--- config.mk ---
export PLATFORM = sky130hd
export DESIGN_NAME = vtpp_out
export DESIGN_NICKNAME = d
export VERILOG_FILES = /design/src/rtl/vtpp_pkg.sv /design/src/rtl/vtpp_out.sv
export SDC_FILE = /design/constraint.sdc
export NUM_CORES = 1
export LEC_CHECK = 0
export ABC_AREA = 0
export ABC_CLOCK_PERIOD_IN_PS = 5400
export BUFFER_PORTS_ARGS = -buffer_cell sky130_fd_sc_hd__buf_2
export CAP_MARGIN = 10
export CORE_ASPECT_RATIO = 1.2
export CORE_MARGIN = 1
export CORE_UTILIZATION = 40
export DETAILED_ROUTE_END_ITERATION = 8
export HOLD_SLACK_MARGIN = 0.02
export MAX_ROUTING_LAYER = met4
export PLACE_DENSITY = 0.62
export SLEW_MARGIN = 20
export SYNTH_ARGS = -nofsm -noshare
export SYNTH_HDL_FRONTEND = slang
export SYNTH_SLANG_ARGS = --single-unit
--- constraint.sdc ---
create_clock -name clock -period 5.4 [get_ports clock]
set_input_delay 0.54 -clock clock [delete_from_list [all_inputs] [get_ports clock]]
set_output_delay 0.54 -clock clock [all_outputs]
set_load 0.02 [all_outputs]
--- src/rtl/vtpp_pkg.sv ---
// Shared constants, types and register codes of the view transform and projection block.
package vtpp_pkg;

   // Lanes of the lateral datapath: x follows the right axis, y the up axis.
   localparam int LANES  = 2;
   localparam int LANE_X = 0;
   localparam int LANE_Y = 1;
   localparam int AXIS_F = 2;

   // Field and datapath widths
   localparam int PT_W       = 20;
   localparam int REL_W      = PT_W + 1;
   localparam int AX_W       = 16;
   localparam int PROD_W     = REL_W + AX_W;
   localparam int SUM_W      = PROD_W + 2;
   localparam int DSUM_W     = SUM_W + 1;
   localparam int DIST_W     = 18;
   localparam int FRAC_SHIFT = 14;
   localparam int DEPTH_W    = 37;
   localparam int MAG_W      = 37;
   localparam int GAIN_W     = 24;
   localparam int SCALE_W    = 16;
   localparam int MLO_W      = 19;
   localparam int MHI_W      = MAG_W - MLO_W;
   localparam int PLO_W      = MLO_W + GAIN_W;
   localparam int PHI_W      = MHI_W + GAIN_W;
   localparam int A_W        = MAG_W + GAIN_W;
   localparam int ALO_W      = 31;
   localparam int AHI_W      = A_W - ALO_W;
   localparam int SLO_W      = ALO_W + SCALE_W;
   localparam int SHI_W      = AHI_W + SCALE_W;
   localparam int NUM_W      = A_W + SCALE_W;
   localparam int DEN_SHIFT  = 16;
   localparam int QUO_W      = 17;
   localparam int ORG_W      = 16;
   localparam int OUT_W      = 16;
   localparam int TERM_W     = QUO_W + 1;
   localparam int OSUM_W     = TERM_W + 1;

   // Configuration register widths
   localparam int POS_W      = 3 * PT_W;
   localparam int AXIS_W     = 3 * AX_W;
   localparam int CSR_DATA_W = POS_W;
   localparam int CSR_IDX_W  = 3;

   // Pipeline map
   localparam int VIEW_FIRST = 0;
   localparam int VIEW_N     = 4;
   localparam int SCL_FIRST  = VIEW_FIRST + VIEW_N;
   localparam int SCL_N      = 4;
   localparam int DIV_FIRST  = SCL_FIRST + SCL_N;
   localparam int DIV_N      = QUO_W + 1;
   localparam int OUT_STAGE  = DIV_FIRST + DIV_N;
   localparam int NST        = OUT_STAGE + 1;

   // Reset values of the registers
   localparam logic [POS_W-1:0]  CAMERA_POSITION_RST = 60'd971776;
   localparam logic [AXIS_W-1:0] RIGHT_AXIS_RST      = 48'd211106232532992;
   localparam logic [AXIS_W-1:0] UP_AXIS_RST         = 48'd1073741824;
   localparam logic [AXIS_W-1:0] FORWARD_AXIS_RST    = 48'd16384;
   localparam logic [DIST_W-1:0] ORBIT_DISTANCE_RST  = 18'd76800;
   localparam logic [DIST_W-1:0] NEAR_LIMIT_RST      = 18'd256;
   localparam logic [GAIN_W-1:0] FOCAL_GAIN_RST      = 24'd128000;

   localparam logic signed [OUT_W-1:0] SAT_MAX = 16'sh7FFF;
   localparam logic signed [OUT_W-1:0] SAT_MIN = 16'sh8000;
   localparam logic [DEPTH_W-1:0]      DEPTH_MIN = DEPTH_W'(1) << FRAC_SHIFT;

   typedef enum logic [CSR_IDX_W-1:0] {
      REG_CAMERA_POSITION = 3'd0,
      REG_RIGHT_AXIS      = 3'd1,
      REG_UP_AXIS         = 3'd2,
      REG_FORWARD_AXIS    = 3'd3,
      REG_ORBIT_DISTANCE  = 3'd4,
      REG_NEAR_LIMIT      = 3'd5,
      REG_FOCAL_GAIN      = 3'd6
   } csr_index_type;

   typedef struct packed {
      logic signed [PT_W-1:0] cam_x;
      logic signed [PT_W-1:0] cam_y;
      logic signed [PT_W-1:0] cam_z;
      logic signed [AX_W-1:0] rgt_x;
      logic signed [AX_W-1:0] rgt_y;
      logic signed [AX_W-1:0] rgt_z;
      logic signed [AX_W-1:0] up_x;
      logic signed [AX_W-1:0] up_y;
      logic signed [AX_W-1:0] up_z;
      logic signed [AX_W-1:0] fwd_x;
      logic signed [AX_W-1:0] fwd_y;
      logic signed [AX_W-1:0] fwd_z;
      logic [DIST_W-1:0]      orbit;
      logic [DIST_W-1:0]      near;
      logic [GAIN_W-1:0]      gain;
   } cfg_type;

   typedef struct packed {
      logic [MAG_W-1:0] mag;
      logic             neg;
      logic [ORG_W-1:0] org;
   } view_lane_type;

   typedef struct packed {
      logic [DEPTH_W-1:0]               depth;
      logic [SCALE_W-1:0]               scale;
      view_lane_type [LANES-1:0]        lane;
   } view_type;

   typedef struct packed {
      logic [NUM_W-1:0] num;
      logic             neg;
      logic [ORG_W-1:0] org;
   } num_lane_type;

   typedef struct packed {
      logic [DEPTH_W-1:0]       depth;
      num_lane_type [LANES-1:0] lane;
   } num_type;

   typedef struct packed {
      logic [QUO_W-1:0] quo;
      logic             ovf;
      logic             neg;
      logic [ORG_W-1:0] org;
   } quo_lane_type;

   typedef struct packed {
      quo_lane_type [LANES-1:0] lane;
   } quo_type;

endpackage

--- src/rtl/vtpp_out.sv ---
// Signed offset plus screen origin, saturated to 16 bits, into the output register.
module vtpp_out (
   input  logic                              clock,
   input  logic                              en,
   input  vtpp_pkg::quo_type                 quo,
   output logic signed [vtpp_pkg::OUT_W-1:0] screen_x,
   output logic signed [vtpp_pkg::OUT_W-1:0] screen_y
);

   logic [vtpp_pkg::QUO_W-1:0]         mag_t  [vtpp_pkg::LANES];
   logic signed [vtpp_pkg::TERM_W-1:0] term   [vtpp_pkg::LANES];
   logic signed [vtpp_pkg::OSUM_W-1:0] osum   [vtpp_pkg::LANES];
   logic [vtpp_pkg::OUT_W-1:0]         scr_in [vtpp_pkg::LANES];
   logic [vtpp_pkg::OUT_W-1:0]         scr_ff [vtpp_pkg::LANES];

   always_comb begin
      for (int l = 0; l < vtpp_pkg::LANES; l++) begin
         mag_t[l] = quo.lane[l].ovf ? '1 : quo.lane[l].quo;
         term[l]  = quo.lane[l].neg ? -$signed({1'b0, mag_t[l]}) : $signed({1'b0, mag_t[l]});
         osum[l]  = vtpp_pkg::OSUM_W'($signed(quo.lane[l].org)) + vtpp_pkg::OSUM_W'(term[l]);
         if (osum[l] > vtpp_pkg::OSUM_W'(vtpp_pkg::SAT_MAX)) begin
            scr_in[l] = vtpp_pkg::SAT_MAX;
         end else if (osum[l] < vtpp_pkg::OSUM_W'(vtpp_pkg::SAT_MIN)) begin
            scr_in[l] = vtpp_pkg::SAT_MIN;
         end else begin
            scr_in[l] = osum[l][vtpp_pkg::OUT_W-1:0];
         end
      end
   end

   always_ff @(posedge clock) begin
      if (en) begin
         scr_ff <= scr_in;
      end
   end

   assign screen_x = scr_ff[vtpp_pkg::LANE_X];
   assign screen_y = scr_ff[vtpp_pkg::LANE_Y];

endmodule

==> impl_metrics.ini, run 1 <==
[sta]
rsz0062_at_grt = false
fmax_mhz = 215.8
tightest_slew_ns = 0.6902
fin_tns_setup_ns = 0
slew_headroom_pct = 53.99
finalHoldViolCount = 0
fin_crit_ns = 4.634
setup_viol = 0
whs_ns = 0.6724
drv_slew = 0
post-route-period-util_pct = 85.81

[floorplan]
start_util_pct = 40.93
fp.dieW_um = 94.16
io_pins = 104
core_mm2 = 0.009960
die_area_mm2 = 0.01060
die_y_um = 112.6
placementRows = 40

[logic_synthesis]
synth_nets = 607
ys_seq_area_share_pct = 23.57
yosysTopAreaCellShare_pct = 23.57
synth_ff_type = edfxtp_1
synth_top_area_cell = edfxtp_1
synth_warnings = 0
synth_cell_types = 67
netlist_instances = 489
syn_area_mm2 = 0.004076
synth_edf_count = 32
ys_ff_latch = 32
synth-async-reset-ratio_pct = 0
synth.area.top_cells = edfxtp_1 24%, ha_1 14%, a21oi_1 5.4%
avgSynthCellArea_um2 = 8.336

[global_routing]
grt_usage_pct = 19.32
grt_pass1_wl_um = 16190
grt.overflow.total = 0
grt_max_degree = 33
grt_pass1_vias = 3786
antenna_found_initial = 0

[routing]
drcViolationCount = 0
vias_per_cell = 5.548
drt-initial-drc-count = 124
routedWlPerCell_um = 14.04
num_vias = 3950
ant_nets = 0
drtPass1Iterations = 4
routed_wl_um = 9996

[layout]
final_common_cell = buf_2
drive_gt1_share_pct = 22.70
fillers = 1012
final_cell_mix = 103 x buf_2, 52 x nor2_1, 44 x a21oi_1, 44 x ha_1, 32 x edfxtp_1
n_antenna_cell = 0
area_delta_synth_final_pct = 18.97
seq_area_um2 = 960.9
multi_input_area_mm2 = 0.002950
fin_nets = 703
stdcell_area_mm2 = 0.004850

[critical_path]
critical-path-top-delay-family = simple AND/OR/NAND/NOR gates
worstSetupStartpointType = input port
critPathArrivalTime_ns = 4.78
path_max_fanout = 15
critPathKind = input port to flop
required_ns = 5.55
startpoint = quo[52]
endpoint = screen_y[12]
path_buf_inv = 2
crit_path_end_kind = flop
critPathSlowestCell = or4_1
worstPathCellList = buf_2 > or2_2 > inv_1 > ha_1 > a31oi_1 > or4_1 > or3_1 > a211oi_1 > nor2_1 > ha_1 > nand3_1 > nor3_1 > o211ai_1 > nand2_1 > nand2_1 > a22o_1 > a21oi_4 > o21a_4
crit_cells = 18
critPathMaxStageDelay_ns = 0.46

[clock_network]
cts-buffers-inserted = 5
clkTransAtPathRegs_ns = 0.05
clk_path_buf_depth = 2
h-tree-depth = 2
cts_tree = done
cts-root-buf = clkbuf_16
cts_resized = 0
cts-hold-fix-buffers = 0
cts_setup_buffers = 0
cts_sinks = 32

[pwr]
worst_ir_drop_vdd_mv = 0.1077
p_per_area_mw_per_mm2 = 273.6
leakage_nw = 2.104

[placement]
dp_hpwl_um = 8165
gp_congestion = 0.9154
numPortBuffers = 103
placed_cell_area_mm2 = 0.004686

[min_path]
min_delay_path_depth = 3
hold_path.class = input port to flop

[job]
maxCapViolCount = 0

[status]
status = finished clean
-- layer usage --
metal	up-vias	wire, um	share of wire (%)	GRT usage (%)
met5	-	0	0	-
met4	0	303	3.0	8.821
met3	21	484	4.8	2.304
met2	132	4854	49	33.53
met1	1774	4354	44	21.83
li1	2023	-	-	-
-- state kept, by name, summed over array words and instances, names as in the netlist --
register  count
screen_y     16
screen_x     16
-- how the worst min path moves through the flow --
stage,start,to,slack (ns)
finish,quo[35],screen_y[0],0.67
floorplan,en,screen_x[0],0.65
global route,quo[35],screen_y[0],0.69
detailed placement,quo[35],screen_y[0],0.96
global placement,screen_x[15],screen_x[15],0.99
CTS,quo[35],screen_y[0],0.67
-- cells by family (layout without fill, tap and decap cells) --
family          Yosys count  in the layout  synth area share [%]
compound gates          184            184                 30.54
simple gates            145            145                 17.19
fa+ha+maj                46             46                 14.49
xor+xnor                 43             43                 9.607
buf+inv                  37            134                 4.051
flops                    32             32                 23.57
mux                       2              2                0.5524
-- power by group --
| part | internal (mW) | switching, mW | total (mW) |
|---|---|---|---|
| logic | 0.261 | 0.390 | 0.651 |
| clock network | 0.216 | 0.0958 | 0.312 |
| registers | 0.349 | 0.0149 | 0.364 |
-- synthesized netlist by cell type (8+ instances only) --
master     n
ha_1      44
nor3_1    10
nand3_1   10
o21ai_1   16
a211oi_1   9
edfxtp_1  32
a21oi_1   44
o21ai_0   31
a31oi_1    8
a21o_1    18
clkbuf_1  12
nand2_1   29
inv_1     18
xnor2_1   24
nand2b_1  11
xor2_1    17
nor2_1    52
-- through the flow --
step | setup slack [ns] | util, % | total power [mW] | std cells
floorplan | 0.6841 | - | 0.8512 | 489
global placement | 0.6322 | 47.05 | 1.009 | 704
detailed placement | 0.5305 | 47.05 | 1.019 | 704
CTS | 0.8033 | 48.69 | 1.341 | 712
global route | 0.3835 | 48.69 | 1.418 | 712
finish | 0.7664 | 48.69 | 1.327 | 712
-- final cells by class --
cell class              instances  share of cell area [%]
flip-flops and latches         32                   19.81
multi-input cells             420                   60.84
clock inverters                 2                  0.7224
well taps                     126                   3.251
repair buffers                107                   11.25
clock buffers                   6                   2.657
inverters                      19                   1.471
No activity file was read; power rests on OpenSTA's default activity.
==> run 2: changes to the inputs <==
--- a/config.mk
+++ b/config.mk
@@ -15,7 +15,7 @@
 export DETAILED_ROUTE_END_ITERATION = 8
 export HOLD_SLACK_MARGIN = 0.02
 export MAX_ROUTING_LAYER = met4
-export PLACE_DENSITY = 0.62
+export PLACE_DENSITY = 0.6
 export SLEW_MARGIN = 20
 export SYNTH_ARGS = -nofsm -noshare
 export SYNTH_HDL_FRONTEND = slang
==> impl_metrics.ini, run 2 (synthesized netlist as in run 1, its figures left out) <==
[status]
status = finished clean

[critical_path]
path_buf_inv = 2
crit_path_end_kind = flop
required_ns = 5.55
worstPathCellList = buf_2 > or2_2 > inv_1 > ha_1 > a31oi_1 > or4_1 > or3_1 > a211oi_1 > nor2_1 > ha_1 > a21oi_1 > o211ai_1 > a311oi_1 > o21ai_1 > xnor2_1 > a2bb2oi_2 > o21ai_4 > a31o_2
worstSetupStartpointType = input port
path_max_fanout = 15
critPathMaxStageDelay_ns = 0.45
critPathKind = input port to flop
critPathSlowestCell = or4_1
critical-path-top-delay-family = compound AO/OA/AOI/OAI gates
timing.critical_path.mode_cell = ha_1
critPathArrivalTime_ns = 4.82

[floorplan]
core_mm2 = 0.009960
fp.dieW_um = 94.16
die_y_um = 112.6
die_area_mm2 = 0.01060
start_util_pct = 40.93
io_pins = 104
placementRows = 40

[layout]
n_antenna_cell = 0
drive_gt1_share_pct = 23.13
final_cell_mix = 103 x buf_2, 52 x nor2_1, 44 x a21oi_1, 44 x ha_1, 32 x edfxtp_1
final_common_cell = buf_2
stdcell_area_mm2 = 0.004868
fin_cells = 714
area_delta_synth_final_pct = 19.43
fin_nets = 705

[sta]
post-route-period-util_pct = 86.53
fin_crit_ns = 4.673
finalHoldViolCount = 0
fmax_mhz = 214.0
slew_headroom_pct = 54.07
whs_ns = 0.6980
tightest_slew_ns = 0.6890
rsz0062_at_grt = false
setup_viol = 0
drv_slew = 0
fin_tns_setup_ns = 0

[clock_network]
cts_setup_buffers = 0
h-tree-depth = 2
cts_tree = done
clkTransAtPathRegs_ns = 0.05
cts-root-buf = clkbuf_16
cts-buffers-inserted = 5
cts_sinks = 32
cts_resized = 0
cts-hold-fix-buffers = 0
clk_path_buf_depth = 2

[pwr]
leakage_nw = 2.112
worst_ir_drop_vdd_mv = 0.1612
p_per_area_mw_per_mm2 = 273.1
power.total_mw = 1.329

[global_routing]
grt.overflow.total = 0
grt_pass1_wl_um = 16160
grt_pass1_vias = 3721
antenna_found_initial = 0
grt_max_degree = 33
grt_usage_pct = 19.17

[routing]
ant_nets = 0
drtPass1Iterations = 4
num_vias = 3929
routedWlPerCell_um = 13.93
vias_per_cell = 5.503
drt-initial-drc-count = 142
routed_wl_um = 9946
drcViolationCount = 0

[placement]
placed_cell_area_mm2 = 0.004701
gp_congestion = 0.8844
dp_hpwl_um = 8213
post-place-cells = 706
numPortBuffers = 103

[job]
maxCapViolCount = 0

[min_path]
hold_path.class = input port to flop
run 2: area by class of cell:
type	count	area, um2
Clock buffer	5	125.1
Clock inverter	3	42.54
Fill cell	982	5091
Inverter	19	71.32
Multi-Input combinational cell	420	2950
Sequential cell	32	960.9
Tap cell	126	157.7
Timing Repair Buffer	109	560.5
run 2: final timing paths:
path / start / end / cells after the start
min: quo[35] / screen_y[0] / 3
max: quo[52] / screen_y[2] / 18
run 2: stage by stage:
| step | utilization [%] | setup slack (ns) |
|---|---|---|
| final | 48.88 | 0.7275 |
| after CTS | 48.88 | 0.7292 |
| after detailed placement | 47.20 | 0.4632 |
| after floorplan | - | 0.6841 |
| after global routing | 48.88 | 0.4207 |
| after global placement | 47.20 | 0.6235 |
run 2: power by group:
part	total, mW	switching, mW	internal [mW]
logic	0.647	0.385	0.262
registers	0.366	0.0171	0.349
clock network	0.316	0.100	0.216
total	1.33	0.502	0.828
run 2: per-layer routing:
metal	track usage, %	vias up	part of all wire [%]
met5	-	-	0
met2	34.40	118	51
li1	-	2032	-
met3	1.084	9	4.2
met1	22.53	1770	43
met4	6.051	0	1.5
